[config.mk]
export PLATFORM = sky130hd
export DESIGN_NAME = read_quality_filter_n_splitter_flat
export DESIGN_NICKNAME = d
export VERILOG_FILES = /design/src/rtl/rqf_pkg.sv /design/src/rtl/rqf_base_if.sv /design/src/rtl/rqf_result_if.sv /design/src/rtl/rqf_ram.sv /design/src/rtl/rqf_front.sv /design/src/rtl/rqf_fifo.sv /design/src/rtl/rqf_back.sv /design/src/rtl/read_quality_filter_n_splitter.sv /design/src/flat_wrapper.sv
export SDC_FILE = /design/constraint.sdc
export NUM_CORES = 1
export LEC_CHECK = 0
export BUFFER_PORTS_ARGS = -buffer_cell sky130_fd_sc_hd__buf_4
export CORE_MARGIN = 2
export CORE_UTILIZATION = 44
export CTS_CLUSTER_DIAMETER = 200
export DETAILED_ROUTE_END_ITERATION = 12
export MAX_ROUTING_LAYER = met4
export PLACE_DENSITY = 0.61
export SLEW_MARGIN = 20
export SYNTH_ARGS = -nofsm -noshare
export SYNTH_HDL_FRONTEND = slang
export SYNTH_SLANG_ARGS = --single-unit
[constraint.sdc]
create_clock -name i_clk -period 7.8 [get_ports i_clk]
set_clock_uncertainty 0.15 [all_clocks]
set_input_delay 0 -clock i_clk [delete_from_list [all_inputs] [get_ports i_clk]]
set_output_delay 0 -clock i_clk [all_outputs]
set_load 0.05 [all_outputs]
[src/rtl/rqf_pkg.sv]
// ----------------------------------------------------------------------------
// rqf_pkg
// Shared types, codes and constants of the read quality filter and splitter.
// ----------------------------------------------------------------------------
package rqf_pkg;

    // Default sizes
    localparam int MAX_READ_LEN_DEF  = 256;
    localparam int MAX_FRAGMENTS_DEF = 16;

    // Fixed field widths
    localparam int CHAR_W  = 8;
    localparam int PCT_W   = 7;
    localparam int START_W = 8;
    localparam int LEN_W   = 9;
    localparam int ENTRY_W = START_W + LEN_W;
    localparam int CFG_IDX_W  = 2;
    localparam int CFG_DATA_W = 8;

    // Number of fragment table banks and depth of the read descriptor queue
    localparam int BANKS      = 2;
    localparam int DESC_DEPTH = 2;

    // Register reset values
    localparam logic [CHAR_W-1:0] QUAL_THR_RST  = 8'd53;
    localparam logic [PCT_W-1:0]  LOW_PCT_RST   = 7'd10;
    localparam logic [CHAR_W-1:0] MIN_LEN_RST   = 8'd30;
    localparam logic [CHAR_W-1:0] SPLIT_SYM_RST = 8'd78;

    // Quality compare scale
    localparam logic [PCT_W-1:0] PCT_SCALE = 7'd100;

    typedef enum logic [CFG_IDX_W-1:0] {
        CFG_QUAL_THR  = 2'd0,
        CFG_LOW_PCT   = 2'd1,
        CFG_MIN_LEN   = 2'd2,
        CFG_SPLIT_SYM = 2'd3
    } t_cfg_idx;

    typedef enum logic [1:0] {
        ST_REJECT_QUAL = 2'd0,
        ST_ACCEPT      = 2'd1,
        ST_TOO_LONG    = 2'd2
    } t_status;

    typedef struct packed {
        logic [CHAR_W-1:0] qual_thr;
        logic [PCT_W-1:0]  low_pct;
        logic [CHAR_W-1:0] min_len;
        logic [CHAR_W-1:0] split_sym;
    } t_cfg;

    // Per-read summary handed from the front to the back
    typedef struct packed {
        t_status status;
        logic    overflow;
        logic    bank;
    } t_read_info;

endpackage

[src/rtl/rqf_base_if.sv]
// ----------------------------------------------------------------------------
// rqf_base_if
// Valid/ready channel carrying one base and its quality character.
// ----------------------------------------------------------------------------
interface rqf_base_if;
    logic                        valid;
    logic                        ready;
    logic [rqf_pkg::CHAR_W-1:0]  base_char;
    logic [rqf_pkg::CHAR_W-1:0]  quality_char;
    logic                        end_of_read;

    modport source (output valid, base_char, quality_char, end_of_read, input ready);
    modport sink   (input valid, base_char, quality_char, end_of_read, output ready);
endinterface

[src/rtl/rqf_result_if.sv]
// ----------------------------------------------------------------------------
// rqf_result_if
// Valid/ready channel carrying one read status or fragment descriptor.
// ----------------------------------------------------------------------------
interface rqf_result_if;
    logic                        valid;
    logic                        ready;
    logic [1:0]                  read_status;
    logic                        fragment_valid;
    logic [rqf_pkg::START_W-1:0] fragment_start;
    logic [rqf_pkg::LEN_W-1:0]   fragment_length;
    logic                        fragment_overflow;
    logic                        last_result;

    modport source (output valid, read_status, fragment_valid, fragment_start,
                    fragment_length, fragment_overflow, last_result, input ready);
    modport sink   (input valid, read_status, fragment_valid, fragment_start,
                    fragment_length, fragment_overflow, last_result, output ready);
endinterface

[src/rtl/rqf_ram.sv]
// ----------------------------------------------------------------------------
// rqf_ram
// Simple dual-port RAM, one write and one registered read port.
// ----------------------------------------------------------------------------
module rqf_ram #(
    parameter int WIDTH = 8,
    parameter int DEPTH = 4,
    localparam int ADDR_W = $clog2(DEPTH)
) (
    input  logic              i_clk,
    input  logic              i_wr_en,
    input  logic [ADDR_W-1:0] i_wr_addr,
    input  logic [WIDTH-1:0]  i_wr_data,
    input  logic              i_rd_en,
    input  logic [ADDR_W-1:0] i_rd_addr,
    output logic [WIDTH-1:0]  o_rd_data
);

    logic [WIDTH-1:0] r_mem [DEPTH];

    always_ff @(posedge i_clk) begin
        if (i_wr_en) begin
            r_mem[i_wr_addr] <= i_wr_data;
        end
        if (i_rd_en) begin
            o_rd_data <= r_mem[i_rd_addr];
        end
    end

endmodule

[src/rtl/rqf_front.sv]
// ----------------------------------------------------------------------------
// rqf_front
// Base intake: counts low-quality bases, finds split-free runs, stores
// fragments into the current table bank and summarizes each finished read.
// ----------------------------------------------------------------------------
module rqf_front #(
    parameter int MAX_READ_LEN  = rqf_pkg::MAX_READ_LEN_DEF,
    parameter int MAX_FRAGMENTS = rqf_pkg::MAX_FRAGMENTS_DEF,
    localparam int CNT_W  = $clog2(MAX_FRAGMENTS + 1),
    localparam int IDX_W  = (MAX_FRAGMENTS > 1) ? $clog2(MAX_FRAGMENTS) : 1,
    localparam int ADDR_W = IDX_W + 1
) (
    input  logic                         i_clk,
    input  logic                         i_rst_n,
    rqf_base_if.sink                     i_base,
    input  rqf_pkg::t_cfg                i_cfg,
    input  logic                         i_blocked,
    output logic                         o_push,
    output rqf_pkg::t_read_info          o_info,
    output logic [CNT_W-1:0]             o_count,
    output logic                         o_wr_en,
    output logic [ADDR_W-1:0]            o_wr_addr,
    output logic [rqf_pkg::ENTRY_W-1:0]  o_wr_data
);
    import rqf_pkg::*;

    localparam int POS_W  = $clog2(MAX_READ_LEN + 1);
    localparam int EXT_W  = (POS_W > LEN_W) ? POS_W : LEN_W;
    localparam int PROD_W = POS_W + PCT_W;

    logic [POS_W-1:0] r_pos;
    logic [POS_W-1:0] r_run_start;
    logic [POS_W-1:0] r_low;
    logic [CNT_W-1:0] r_cnt;
    logic             r_ovf;
    logic             r_too_long;
    logic             r_bank;
    logic             r_finish;

    logic              w_acc;
    logic              w_in_range;
    logic              w_close;
    logic [POS_W-1:0]  w_len;
    logic [EXT_W-1:0]  w_len_ext;
    logic [EXT_W-1:0]  w_start_ext;
    logic              w_keep;
    logic              w_room;
    logic              w_store;
    logic              w_ovf_set;
    logic [PROD_W-1:0] w_low_scaled;
    logic [PROD_W-1:0] w_len_scaled;
    t_status           w_status;

    // Take a base unless closing a read or both table banks are in use
    assign i_base.ready = !r_finish && !i_blocked;
    assign w_acc        = i_base.valid && i_base.ready;
    assign w_in_range   = r_pos < POS_W'(MAX_READ_LEN);

    // Close a run on a split base, or at read end for a read within bounds
    assign w_close = (w_acc && w_in_range && (i_base.base_char == i_cfg.split_sym))
                   || (r_finish && !r_too_long);
    assign w_len       = r_pos - r_run_start;
    assign w_len_ext   = EXT_W'(w_len);
    assign w_start_ext = EXT_W'(r_run_start);
    assign w_keep      = w_close && (w_len_ext >= EXT_W'(i_cfg.min_len));
    assign w_room      = r_cnt < CNT_W'(MAX_FRAGMENTS);
    assign w_store     = w_keep && w_room;
    assign w_ovf_set   = w_keep && !w_room;

    // Store the fragment in the current bank
    assign o_wr_en   = w_store;
    assign o_wr_addr = {r_bank, r_cnt[IDX_W-1:0]};
    assign o_wr_data = {w_start_ext[START_W-1:0], w_len_ext[LEN_W-1:0]};

    // Reject when 100 * low > percent * length
    assign w_low_scaled = PROD_W'(r_low) * PROD_W'(PCT_SCALE);
    assign w_len_scaled = PROD_W'(i_cfg.low_pct) * PROD_W'(r_pos);

    always_comb begin
        if (r_too_long) begin
            w_status = ST_TOO_LONG;
        end else if (w_low_scaled > w_len_scaled) begin
            w_status = ST_REJECT_QUAL;
        end else begin
            w_status = ST_ACCEPT;
        end
    end

    // Hand the read summary to the queue in the closing cycle
    assign o_push          = r_finish;
    assign o_info.status   = w_status;
    assign o_info.overflow = r_ovf || w_ovf_set;
    assign o_info.bank     = r_bank;
    assign o_count         = r_cnt + CNT_W'(w_store);

    always_ff @(posedge i_clk) begin
        if (!i_rst_n) begin
            r_pos       <= '0;
            r_run_start <= '0;
            r_low       <= '0;
            r_cnt       <= '0;
            r_ovf       <= 1'b0;
            r_too_long  <= 1'b0;
            r_bank      <= 1'b0;
            r_finish    <= 1'b0;
        end else if (r_finish) begin
            // Clear per-read state and flip to the other bank
            r_pos       <= '0;
            r_run_start <= '0;
            r_low       <= '0;
            r_cnt       <= '0;
            r_ovf       <= 1'b0;
            r_too_long  <= 1'b0;
            r_bank      <= !r_bank;
            r_finish    <= 1'b0;
        end else if (w_acc) begin
            if (w_in_range) begin
                if (i_base.quality_char < i_cfg.qual_thr) begin
                    r_low <= r_low + 1'b1;
                end
                if (i_base.base_char == i_cfg.split_sym) begin
                    r_run_start <= r_pos + 1'b1;
                end
                r_pos <= r_pos + 1'b1;
            end else begin
                r_too_long <= 1'b1;
            end
            r_cnt    <= r_cnt + CNT_W'(w_store);
            r_ovf    <= r_ovf || w_ovf_set;
            r_finish <= i_base.end_of_read;
        end
    end

endmodule

[src/rtl/rqf_fifo.sv]
// ----------------------------------------------------------------------------
// rqf_fifo
// Short first-word-fall-through queue of finished read descriptors.
// ----------------------------------------------------------------------------
module rqf_fifo #(
    parameter int WIDTH = 8,
    parameter int DEPTH = rqf_pkg::DESC_DEPTH,
    localparam int PTR_W = (DEPTH > 1) ? $clog2(DEPTH) : 1,
    localparam int CNT_W = $clog2(DEPTH + 1)
) (
    input  logic             i_clk,
    input  logic             i_rst_n,
    input  logic             i_push,
    input  logic [WIDTH-1:0] i_data,
    input  logic             i_pop,
    output logic [WIDTH-1:0] o_data,
    output logic             o_empty,
    output logic [CNT_W-1:0] o_count
);

    logic [WIDTH-1:0] r_slot [DEPTH];
    logic [PTR_W-1:0] r_wr_ptr;
    logic [PTR_W-1:0] r_rd_ptr;
    logic [CNT_W-1:0] r_count;

    assign o_data  = r_slot[r_rd_ptr];
    assign o_empty = (r_count == '0);
    assign o_count = r_count;

    // Payload slots
    always_ff @(posedge i_clk) begin
        if (i_push) begin
            r_slot[r_wr_ptr] <= i_data;
        end
    end

    // Advance pointers and occupancy
    always_ff @(posedge i_clk) begin
        if (!i_rst_n) begin
            r_wr_ptr <= '0;
            r_rd_ptr <= '0;
            r_count  <= '0;
        end else begin
            if (i_push) begin
                r_wr_ptr <= (r_wr_ptr == PTR_W'(DEPTH - 1)) ? '0 : r_wr_ptr + 1'b1;
            end
            if (i_pop) begin
                r_rd_ptr <= (r_rd_ptr == PTR_W'(DEPTH - 1)) ? '0 : r_rd_ptr + 1'b1;
            end
            r_count <= r_count + CNT_W'(i_push) - CNT_W'(i_pop);
        end
    end

endmodule

[src/rtl/rqf_back.sv]
// ----------------------------------------------------------------------------
// rqf_back
// Result emitter: takes one read descriptor at a time and sends either its
// status result or its fragment descriptors read back from the table bank.
// ----------------------------------------------------------------------------
module rqf_back #(
    parameter int MAX_FRAGMENTS = rqf_pkg::MAX_FRAGMENTS_DEF,
    localparam int CNT_W  = $clog2(MAX_FRAGMENTS + 1),
    localparam int IDX_W  = (MAX_FRAGMENTS > 1) ? $clog2(MAX_FRAGMENTS) : 1,
    localparam int ADDR_W = IDX_W + 1
) (
    input  logic                         i_clk,
    input  logic                         i_rst_n,
    input  logic                         i_valid,
    input  rqf_pkg::t_read_info          i_info,
    input  logic [CNT_W-1:0]             i_count,
    output logic                         o_pop,
    output logic                         o_busy,
    output logic                         o_rd_en,
    output logic [ADDR_W-1:0]            o_rd_addr,
    input  logic [rqf_pkg::ENTRY_W-1:0]  i_rd_data,
    rqf_result_if.source                 o_result
);
    import rqf_pkg::*;

    typedef enum logic [1:0] {
        S_IDLE,
        S_STATUS,
        S_FETCH,
        S_DATA
    } t_state;

    t_state            r_state;
    t_read_info        r_info;
    logic [CNT_W-1:0]  r_cnt;
    logic [CNT_W-1:0]  r_idx;

    logic               r_out_valid;
    t_status            r_out_status;
    logic               r_out_frag;
    logic [START_W-1:0] r_out_start;
    logic [LEN_W-1:0]   r_out_len;
    logic               r_out_ovf;
    logic               r_out_last;

    logic w_free;
    logic w_last_frag;
    logic w_load;

    assign w_free      = !r_out_valid || o_result.ready;
    assign w_last_frag = (CNT_W'(r_idx + 1'b1) == r_cnt);
    assign w_load      = ((r_state == S_STATUS) || (r_state == S_DATA)) && w_free;

    assign o_pop     = (r_state == S_IDLE) && i_valid;
    assign o_busy    = (r_state != S_IDLE);
    assign o_rd_en   = (r_state == S_FETCH);
    assign o_rd_addr = {r_info.bank, r_idx[IDX_W-1:0]};

    assign o_result.valid             = r_out_valid;
    assign o_result.read_status       = r_out_status;
    assign o_result.fragment_valid    = r_out_frag;
    assign o_result.fragment_start    = r_out_start;
    assign o_result.fragment_length   = r_out_len;
    assign o_result.fragment_overflow = r_out_ovf;
    assign o_result.last_result       = r_out_last;

    always_ff @(posedge i_clk) begin
        if (!i_rst_n) begin
            r_state     <= S_IDLE;
            r_out_valid <= 1'b0;
        end else begin
            // Raise the output on a load, drop it once taken
            if (w_load) begin
                r_out_valid <= 1'b1;
            end else if (o_result.ready) begin
                r_out_valid <= 1'b0;
            end
            unique case (r_state)
                S_IDLE: begin
                    if (i_valid) begin
                        r_info <= i_info;
                        r_cnt  <= i_count;
                        r_idx  <= '0;
                        if ((i_info.status == ST_ACCEPT) && (i_count != '0)) begin
                            r_state <= S_FETCH;
                        end else begin
                            r_state <= S_STATUS;
                        end
                    end
                end
                S_STATUS: begin
                    // Send the single status transaction of the read
                    if (w_free) begin
                        r_out_status <= r_info.status;
                        r_out_frag   <= 1'b0;
                        r_out_start  <= '0;
                        r_out_len    <= '0;
                        r_out_ovf    <= r_info.overflow;
                        r_out_last   <= 1'b1;
                        r_state      <= S_IDLE;
                    end
                end
                S_FETCH: begin
                    r_state <= S_DATA;
                end
                S_DATA: begin
                    // Send one fragment transaction per table entry
                    if (w_free) begin
                        r_out_status <= ST_ACCEPT;
                        r_out_frag   <= 1'b1;
                        r_out_start  <= i_rd_data[ENTRY_W-1:LEN_W];
                        r_out_len    <= i_rd_data[LEN_W-1:0];
                        r_out_ovf    <= r_info.overflow;
                        r_out_last   <= w_last_frag;
                        r_idx        <= r_idx + 1'b1;
                        r_state      <= w_last_frag ? S_IDLE : S_FETCH;
                    end
                end
                default: begin
                    r_state <= S_IDLE;
                end
            endcase
        end
    end

endmodule

[src/rtl/read_quality_filter_n_splitter.sv]
// ----------------------------------------------------------------------------
// read_quality_filter_n_splitter
// Quality filter and split-symbol splitter for sequencing reads.
//
//   port       dir  transaction
//   i_base     in   one base: base_char, quality_char, end_of_read
//   o_result   out  one status or fragment descriptor of a finished read
//   i_cfg_*    in   register write: index, data (no read-back)
//
// Bases are taken while i_base.ready is high; after end_of_read, ready is
// low while the read closes (quality compare and final run close).
// Result loads never come back to back: a status result follows its
// descriptor pop, and each fragment follows its registered table RAM read.
// The table has two banks, so the next read streams in while the previous
// one is sent; intake stalls when two finished reads still wait for output.
// Synchronous active-low reset; the table needs no clearing pass.
// ----------------------------------------------------------------------------
module read_quality_filter_n_splitter #(
    parameter int MAX_READ_LEN  = rqf_pkg::MAX_READ_LEN_DEF,
    parameter int MAX_FRAGMENTS = rqf_pkg::MAX_FRAGMENTS_DEF
) (
    input  logic                             i_clk,
    input  logic                             i_rst_n,
    rqf_base_if.sink                         i_base,
    rqf_result_if.source                     o_result,
    input  logic                             i_cfg_we,
    input  logic [rqf_pkg::CFG_IDX_W-1:0]    i_cfg_idx,
    input  logic [rqf_pkg::CFG_DATA_W-1:0]   i_cfg_data
);
    import rqf_pkg::*;

    localparam int CNT_W   = $clog2(MAX_FRAGMENTS + 1);
    localparam int IDX_W   = (MAX_FRAGMENTS > 1) ? $clog2(MAX_FRAGMENTS) : 1;
    localparam int ADDR_W  = IDX_W + 1;
    localparam int DESC_W  = $bits(t_read_info) + CNT_W;
    localparam int QCNT_W  = $clog2(DESC_DEPTH + 1);
    localparam int PEND_W  = QCNT_W + 1;

    t_cfg r_cfg;

    logic               w_push;
    t_read_info         w_push_info;
    logic [CNT_W-1:0]   w_push_count;
    logic [DESC_W-1:0]  w_q_data;
    t_read_info         w_pop_info;
    logic [CNT_W-1:0]   w_pop_count;
    logic               w_q_empty;
    logic [QCNT_W-1:0]  w_q_count;
    logic               w_pop;
    logic               w_busy;
    logic [PEND_W-1:0]  w_pending;
    logic               w_blocked;

    logic               w_wr_en;
    logic [ADDR_W-1:0]  w_wr_addr;
    logic [ENTRY_W-1:0] w_wr_data;
    logic               w_rd_en;
    logic [ADDR_W-1:0]  w_rd_addr;
    logic [ENTRY_W-1:0] w_rd_data;

    // Configuration registers
    always_ff @(posedge i_clk) begin
        if (!i_rst_n) begin
            r_cfg.qual_thr  <= QUAL_THR_RST;
            r_cfg.low_pct   <= LOW_PCT_RST;
            r_cfg.min_len   <= MIN_LEN_RST;
            r_cfg.split_sym <= SPLIT_SYM_RST;
        end else if (i_cfg_we) begin
            unique case (t_cfg_idx'(i_cfg_idx))
                CFG_QUAL_THR:  r_cfg.qual_thr  <= i_cfg_data;
                CFG_LOW_PCT:   r_cfg.low_pct   <= i_cfg_data[PCT_W-1:0];
                CFG_MIN_LEN:   r_cfg.min_len   <= i_cfg_data;
                CFG_SPLIT_SYM: r_cfg.split_sym <= i_cfg_data;
                default: begin
                end
            endcase
        end
    end

    // Hold intake while both table banks belong to unsent reads
    assign w_pending = PEND_W'(w_q_count) + PEND_W'(w_busy);
    assign w_blocked = w_pending >= PEND_W'(BANKS);

    rqf_front #(
        .MAX_READ_LEN  (MAX_READ_LEN),
        .MAX_FRAGMENTS (MAX_FRAGMENTS)
    ) u_front (
        .i_clk     (i_clk),
        .i_rst_n   (i_rst_n),
        .i_base    (i_base),
        .i_cfg     (r_cfg),
        .i_blocked (w_blocked),
        .o_push    (w_push),
        .o_info    (w_push_info),
        .o_count   (w_push_count),
        .o_wr_en   (w_wr_en),
        .o_wr_addr (w_wr_addr),
        .o_wr_data (w_wr_data)
    );

    rqf_ram #(
        .WIDTH (ENTRY_W),
        .DEPTH (BANKS << IDX_W)
    ) u_table (
        .i_clk     (i_clk),
        .i_wr_en   (w_wr_en),
        .i_wr_addr (w_wr_addr),
        .i_wr_data (w_wr_data),
        .i_rd_en   (w_rd_en),
        .i_rd_addr (w_rd_addr),
        .o_rd_data (w_rd_data)
    );

    rqf_fifo #(
        .WIDTH (DESC_W),
        .DEPTH (DESC_DEPTH)
    ) u_queue (
        .i_clk   (i_clk),
        .i_rst_n (i_rst_n),
        .i_push  (w_push),
        .i_data  ({w_push_info, w_push_count}),
        .i_pop   (w_pop),
        .o_data  (w_q_data),
        .o_empty (w_q_empty),
        .o_count (w_q_count)
    );

    assign w_pop_info  = t_read_info'(w_q_data[DESC_W-1:CNT_W]);
    assign w_pop_count = w_q_data[CNT_W-1:0];

    rqf_back #(
        .MAX_FRAGMENTS (MAX_FRAGMENTS)
    ) u_back (
        .i_clk     (i_clk),
        .i_rst_n   (i_rst_n),
        .i_valid   (!w_q_empty),
        .i_info    (w_pop_info),
        .i_count   (w_pop_count),
        .o_pop     (w_pop),
        .o_busy    (w_busy),
        .o_rd_en   (w_rd_en),
        .o_rd_addr (w_rd_addr),
        .i_rd_data (w_rd_data),
        .o_result  (o_result)
    );

endmodule

[src/flat_wrapper.sv]
// flat-port wrapper written by rule: the top's interface ports become plain ports
module read_quality_filter_n_splitter_flat import rqf_pkg::*;
#(
    parameter int MAX_READ_LEN  = rqf_pkg::MAX_READ_LEN_DEF,
    parameter int MAX_FRAGMENTS = rqf_pkg::MAX_FRAGMENTS_DEF
)
  (i_clk, i_rst_n, i_cfg_we, i_cfg_idx, i_cfg_data, i_base_valid, i_base_base_char, i_base_quality_char, i_base_end_of_read, i_base_ready, o_result_valid, o_result_read_status, o_result_fragment_valid, o_result_fragment_start, o_result_fragment_length, o_result_fragment_overflow, o_result_last_result, o_result_ready);
  rqf_base_if i_base_i ();
  rqf_result_if o_result_i ();
  input  logic i_clk;
  input  logic i_rst_n;
  input  logic i_cfg_we;
  input  logic [rqf_pkg::CFG_IDX_W-1:0] i_cfg_idx;
  input  logic [rqf_pkg::CFG_DATA_W-1:0] i_cfg_data;
  input wire logic [$bits(i_base_i.valid)-1:0] i_base_valid;
  input wire logic [$bits(i_base_i.base_char)-1:0] i_base_base_char;
  input wire logic [$bits(i_base_i.quality_char)-1:0] i_base_quality_char;
  input wire logic [$bits(i_base_i.end_of_read)-1:0] i_base_end_of_read;
  output wire logic [$bits(i_base_i.ready)-1:0] i_base_ready;
  output wire logic [$bits(o_result_i.valid)-1:0] o_result_valid;
  output wire logic [$bits(o_result_i.read_status)-1:0] o_result_read_status;
  output wire logic [$bits(o_result_i.fragment_valid)-1:0] o_result_fragment_valid;
  output wire logic [$bits(o_result_i.fragment_start)-1:0] o_result_fragment_start;
  output wire logic [$bits(o_result_i.fragment_length)-1:0] o_result_fragment_length;
  output wire logic [$bits(o_result_i.fragment_overflow)-1:0] o_result_fragment_overflow;
  output wire logic [$bits(o_result_i.last_result)-1:0] o_result_last_result;
  input wire logic [$bits(o_result_i.ready)-1:0] o_result_ready;
  assign i_base_i.valid = i_base_valid;
  assign i_base_i.base_char = i_base_base_char;
  assign i_base_i.quality_char = i_base_quality_char;
  assign i_base_i.end_of_read = i_base_end_of_read;
  assign i_base_ready = i_base_i.ready;
  assign o_result_valid = o_result_i.valid;
  assign o_result_read_status = o_result_i.read_status;
  assign o_result_fragment_valid = o_result_i.fragment_valid;
  assign o_result_fragment_start = o_result_i.fragment_start;
  assign o_result_fragment_length = o_result_i.fragment_length;
  assign o_result_fragment_overflow = o_result_i.fragment_overflow;
  assign o_result_last_result = o_result_i.last_result;
  assign o_result_i.ready = o_result_ready;
  read_quality_filter_n_splitter #(.MAX_READ_LEN(MAX_READ_LEN), .MAX_FRAGMENTS(MAX_FRAGMENTS)) u_core (.i_clk(i_clk), .i_rst_n(i_rst_n), .i_base(i_base_i), .o_result(o_result_i), .i_cfg_we(i_cfg_we), .i_cfg_idx(i_cfg_idx), .i_cfg_data(i_cfg_data));
endmodule
After elaboration in Yosys (flattened, before gate mapping)
Memory sizes are Yosys's and may differ from the RTL's. A register that Yosys moved wholly into a read port is not among the register bits.
Index checks and enable logic that the tools add are counted.
{ "op_classes": {"addsub": 10, "multipliers": 2, "order_cmp": 6, "n_eq_ne": 12, "mux": 35, "n_bitwise": 4, "n_reduce_logical": 46} }
{ "ops": {"columns": ["operator", "count"], "rows": [
  ["adder 9 x 1 -> 9 bit, second input constant", 2],
  ["2-to-1 mux 9 bit", 2],
  ["case mux 9 bit (2 select lines)", 1],
  ["> comparator 16 bit", 1],
  ["multiplier 7 x 9 -> 16 bit", 1],
  ["2-to-1 mux 2 bit", 8],
  ["2-to-1 mux 8 bit", 2],
  ["case mux 8 bit (2 select lines)", 1],
  ["AND reduction 3 bit", 5],
  ["multiplier 9 x 5 -> 14 bit, second input constant", 1],
  ["2-to-1 mux 1 bit", 14],
  ["AND reduction 2 bit", 6],
  ["logical AND 1 bit", 11],
  ["2-to-1 mux 5 bit", 2],
  ["case mux 5 bit (2 select lines)", 1],
  [">= comparator 9 x 8 -> 1 bit", 1],
  ["less-than comparator 9 bit, second input constant", 1],
  ["subtractor 9 bit", 1],
  ["== test 2 bit, second input constant", 4],
  ["== test 8 bit", 1],
  ["less-than comparator 8 bit", 1],
  ["case mux 2 bit (4 select lines)", 1],
  ["AND reduction 4 bit", 2],
  ["nonzero test 2 bit", 4],
  ["other kinds (20)", 41]
]} }
{ "word_totals": {"reg_bits": 110, "ram_bits": 562, "in_bits": 32, "output_inout_bits": 24, "elab_cells": 145, "memories": 2} }
{ "memory_table": {"columns": ["memory", "depth", "width", "rd", "rd_clocked_by_memory_dff", "write_ports", "line", "rtl"], "rows": [
  ["u_core.u_table.r_mem", 32, 17, 1, 1, 1, "rqf_ram.sv:19", "logic [WIDTH-1:0] r_mem [DEPTH];"],
  ["u_core.u_queue.r_slot", 2, 9, 1, 1, 1, "rqf_fifo.sv:21", "logic [WIDTH-1:0] r_slot [DEPTH];"]
]} }

Longest topological paths before layout
{ "logic_depth": {"depth_word": 13, "ltp_mapped": 24, "ltp_nobuf": 22} }

Hierarchy
A second synthesis with hierarchy kept.
{ "hier_totals": {"hier_cells": 2166, "hier_area_um2": 31328.8} }
{ "by_module_without_submodules": {"columns": ["mod", "instances", "cells_per_inst", "area_each_um2", "seq_area_each_um2"], "rows": [
  ["rqf_ram", 1, 1212, 21907.3, 16846.2],
  ["rqf_front", 1, 667, 5677.9, 720.7],
  ["rqf_back", 1, 117, 1621.6, 1141.1],
  ["read_quality_filter_n_splitter", 1, 122, 1253.7, 620.6],
  ["rqf_fifo", 1, 48, 868.3, 640.6]
]} }

Worst setup path after synthesis
Ideal clock, no wire load.
{ "synth_path": {"path_type": "register to register", "startpoint": "register u_core.u_front.r_run_start[1]", "endpoint": "memory u_core.u_table.r_mem[18][0] in the netlist's numbering (enable)", "setup_ns": 0.435, "arrival_time_ns": 5.554, "required_ns": 7.215, "setup_slack_ns": 1.661, "stages_incl_launch_ff": 16, "n_path_buf": 2, "period_less_slack_ns": 6.139, "path_cell_list": "dfxtp_1 > inv_1 > ha_1 > a21o_1 > a21oi_1 > a2bb2oi_1 > a21oi_1 > xor2_1 > ha_1 > nand4_1 > nor2_1 > nor2_1 > and4b_1 > clkbuf_1 > clkbuf_1 > nor4_1"} }
{ "synth_via": {"elab_chain_cells": 6} }
{ "synth_rtl": {"columns": ["element", "line", "rtl"], "rows": [
  ["from (decl)", "rqf_front.sv:32", "logic [POS_W-1:0] r_run_start;"],
  ["from (signal assigned)", "rqf_front.sv:122", "r_run_start <= r_pos + 1'b1;"],
  ["subtractor 9 bit", "rqf_front.sv:62", "assign w_len = r_pos - r_run_start;"],
  ["net u_core.u_front.o_wr_data (one bit)", "rqf_front.sv:23", "output logic [rqf_pkg::ENTRY_W-1:0] o_wr_data"],
  [">= comparator 9 x 8 -> 1 bit", "rqf_front.sv:65", "assign w_keep = w_close && (w_len_ext >= EXT_W'(i_cfg.min_len));"],
  ["logical AND 1 bit", "rqf_front.sv:65", null],
  ["logical AND 1 bit", "rqf_front.sv:67", "assign w_store = w_keep && w_room;"],
  ["2-to-1 mux 1 bit", "rqf_ram.sv:22", "if (i_wr_en) begin"],
  ["2-to-1 mux 1 bit (implied by the code)", "rqf_ram.sv:23", "r_mem[i_wr_addr] <= i_wr_data;"],
  ["to (decl)", "rqf_ram.sv:19", null]
]} }
The timed path passes the listed nets, and every way through them passes these cells.

Worst setup path after layout
{ "layout_path": {"startpoint": "register u_core.u_front.r_run_start[1]", "endpoint": "memory u_core.u_queue.r_slot[1][4] in the netlist's numbering (data pin)"} }
{ "layout_via": {"elab_chain_cells": 5} }
{ "layout_rtl": {"columns": ["element", "line", "rtl"], "rows": [
  ["subtractor 9 bit", "rqf_front.sv:62", null],
  ["net u_core.u_front.o_wr_data (one bit)", "rqf_front.sv:23", null],
  [">= comparator 9 x 8 -> 1 bit", "rqf_front.sv:65", null],
  ["logical AND 1 bit", "rqf_front.sv:65", null],
  ["logical AND 1 bit", "rqf_front.sv:67", null],
  ["adder 5 x 1 -> 5 bit", "rqf_front.sv:94", "assign o_count = r_cnt + CNT_W'(w_store);"],
  ["net u_core.u_front.o_count[4]", "rqf_front.sv:20", "output logic [CNT_W-1:0] o_count,"],
  ["to (decl)", "rqf_fifo.sv:21", null]
]} }
The timed path passes the listed nets, and every way through them passes these cells.

==> results.py <==
metrics = {
    "setup_path": {
        "r2r_end": "u_core.u_queue.r_slot[1][4]",
        "cp.required_ps": 7980,
        "cp-end-kind": "flop",
        "cp.arrival_ps": 6090,
        "cp-start-kind": "flop",
        "reg2reg_from": "u_core.u_front.r_run_start[1]",
        "reg2reg_setup_slack_ps": 1900,
        "crit_type": "reg2reg",
        "r2r_cells": 17,
        "crit_fanout": 35,
    },
    "global_routing": {
        "antenna_found_initial": 1,
        "grt-ovfl-total": 0,
        "grt_pass1_vias": 17965,
        "grt_start_max_net_pins": 91,
        "grt.total_usage_pct": 20.8,
        "grt_pass1_wl_mm": 109,
    },
    "drt": {
        "vias": 17251,
        "drt-initial-drc-count": 1270,
        "ant_nets": 0,
        "drcViolationCount": 0,
        "wirelength_mm": 71.0,
        "routed_via_density": 5.55,
        "avgRoutedWirePerCell_um": 22.8,
        "first_pass_iters": 7,
    },
    "synthesis": {
        "yosysTopAreaCell": "edfxtp_1",
        "postSynthCellCount": 1996,
        "ys_seq_area_share_pct": 65.1,
        "netlist_area_mm2": 0.0307,
        "ys_types": 65,
        "ys_top_cells_by_count": "615 x edfxtp_1, 143 x nand2_1, 118 x mux2i_1, 109 x ha_1, 90 x inv_1",
        "synthArstFlopShare_pct": 0,
        "syn_area_per_cell_um2": 15.4,
        "synthTopCellsByArea": "edfxtp_1 60%, mux4_2 6.2%, dfxtp_1 4.9%",
        "synth_edf_count": 615,
        "synth_ff_type": "edfxtp_1",
        "yosysWarnings": 0,
        "netlist.area_leader.share_pct": 60.2,
        "synth_nets": 2176,
        "ys_ff_latch": 690,
        "yosysMostFrequentCell": "edfxtp_1",
    },
    "die": {
        "ios": 56,
        "core_mm2": 0.0688,
        "dieHeight_um": 268,
        "die_w_um": 268,
        "start_util_pct": 44.5,
        "rows": 96,
        "die_area_mm2": 0.0718,
    },
    "timing": {
        "min_period_ps": 5900,
        "grt_setup_unrepaired": "no",
        "relSlewSlack_pct": 29.8,
        "fin_crit_sh_pct": 75.7,
        "clock.fmax_ghz": 0.169,
        "setup_ws_ps": 1900,
        "finalHoldWorstSlack_ps": 24.1,
        "finalMaxSlewViolations": 0,
        "hold_violations": 0,
        "setup-tns-final_ps": 0,
        "setup_viol": 0,
        "worst_slew_pin_slew_ps": 1050,
    },
    "clocking": {
        "cts_setup_buffers": 0,
        "cts_resized": 0,
        "cts-root-buf": "clkbuf_16",
        "cts_tree": "yes",
        "numCtsBuffers": 70,
        "clkSinkCount": 690,
        "htree_levels": 3,
        "clk_latency_ps": 600,
        "clk_pin_slew_ps": 60,
        "clockBufferDepth": 3,
    },
    "min_path": {
        "hold_start": "i_base_quality_char[0]",
        "hold_depth": 7,
        "whs_endpoint": "u_core.u_front.r_low[8]",
        "hold_path.class": "in2reg",
    },
    "power_and_ir_drop": {
        "powerDensity_mw_per_mm2": 246,
        "pwr-share-seq_pct": 48.6,
        "p_leak_nw": 12.8,
        "ir_drop_uv": 149,
        "p_switching_mw": 2.21,
        "intPower_mw": 6.44,
        "power_frac_clock_pct": 37.4,
        "comb_power_share_pct": 14.0,
        "switching_share_pct": 25.6,
    },
    "finish": {
        "fillers": 5661,
        "area_growth_pct": 14.6,
        "drive_above_1_share_pct": 16.5,
        "nets": 2306,
        "antenna_cells": 0,
    },
    "job": {
        "drv_cap": 0,
    },
    "outcome": {
        "status": "complete, no violations",
    },
    "placed_design": {
        "port_buffers": 55,
        "place_ws_ps": 1960,
        "gp_congestion": 0.831,
        "hpwl_mm": 43.7,
    },
}
through the flow:
stage | instance area, µm² | total power [mW] | std cells | utilization (%)
2_1_floorplan | 30700 | 5.09 | 1996 | -
3_3_place_gp | 32500 | 5.47 | 2943 | 47.3
3_5_place_dp | 32500 | 5.49 | 2943 | 47.3
4_1_cts | 35100 | 8.74 | 3107 | 51.1
5_1_grt | 35200 | 8.97 | 3107 | 51.1
6_report | 35200 | 8.66 | 3107 | 51.1
power groups by stage:
stage	sequential (mW)	combinational (mW)	clock, mW
after floorplan	4.29	0.796	0
after global placement	4.28	1.19	0
after detailed placement	4.29	1.20	0
after CTS	4.21	1.22	3.30
after global routing	4.22	1.31	3.44
final	4.21	1.21	3.24
state kept, by name (all words and copies together) (netlist names), 8 cells and up, named ones only:
name	count
u_core.u_table.r_mem	544
u_core.u_back.o_result.fragment_length	9
u_core.u_front.r_low	9
u_core.r_cfg	31
u_core.u_queue.r_slot	18
u_core.u_back.o_result.fragment_start	8
u_core.u_table.o_rd_data	17
u_core.u_front.r_pos	9
u_core.u_front.r_run_start	9
routing by layer:
layer / vias up / wire length, µm / GRT usage, %
li1: 7908 / - / -
met1: 8850 / 29300 / 25.8
met2: 385 / 36800 / 35.8
met3: 108 / 2950 / 2.22
met4: 0 / 1980 / 6.96
met5: - / 0 / -
cell type report:
cell class	count	area [µm²]	area share, %
clock inverter	35	329	0.936
tap	931	1160	3.31
inverter	91	342	0.972
multi-input combinational	1115	10200	28.9
sequential	690	20000	56.8
clock buffer	87	1870	5.31
timing repair buffer	158	1300	3.71
how the worst max path moves through the flow:
stage	start	to	slack, ps	cells past startpoint
floorplan	u_core.u_front.r_run_start[1]	u_core.u_table.r_mem[18][0]	1660	15
global placement	u_core.u_front.r_pos[1]	u_core.u_queue.r_slot[0][7]	2220	21
detailed placement	u_core.u_front.r_run_start[1]	u_core.u_queue.r_slot[0][4]	1960	17
CTS	u_core.u_front.r_run_start[1]	u_core.u_queue.r_slot[0][4]	1960	17
global route	u_core.u_front.r_run_start[1]	u_core.u_queue.r_slot[0][4]	1440	17
finish	u_core.u_front.r_run_start[1]	u_core.u_queue.r_slot[1][4]	1900	17
logic make-up (layout without fill, tap and decap cells):
logic type	count (synthesis)	in the layout	synth area share [%]
xor gates and xnor gates	68	68	1.94
AOI/OAI and AO/OA	252	252	5.81
adders and majority gates	148	148	6.99
and+or+nand+nor	435	435	7.18
buffers and inverters	191	371	2.51
DFF	690	690	65.1
muxes	212	212	10.4
critical path: stages (launching register included):
cell and delay, ps:
dfxtp_1 1000, inv_1 230, ha_1 360, a21o_1 170, a21oi_1 280, a2bb2oi_1 250
nor2b_1 230, xnor2_2 120, buf_4 390, ha_1 330, o21a_1 170, o211ai_1 220
and4b_2 910, nor3_1 120, ha_1 250, ha_1 240, nand3_1 110, xnor2_1 90
cells in the final DEF, fill, tap and decap left out, types with 38 or more instances in the layout:
| master | n |
|---|---|
| mux4_2 | 85 |
| buf_4 | 115 |
| a21oi_1 | 41 |
| edfxtp_1 | 615 |
| dlygate4sd3_1 | 42 |
| ha_1 | 109 |
| nand2_1 | 142 |
| inv_1 | 89 |
| fa_1 | 38 |
| nor2_1 | 71 |
| clkbuf_16 | 72 |
| o221ai_1 | 68 |
| and2_1 | 63 |
| dfxtp_1 | 75 |
| mux2i_1 | 118 |
what timing repair did:
item | CTS | global route
endpoints found under the setup margin | 0 | 0
hold endpoints to repair | 77 | 0
hold buffers | 42 | 0
Note: power is estimated with default switching activity, not from simulation.
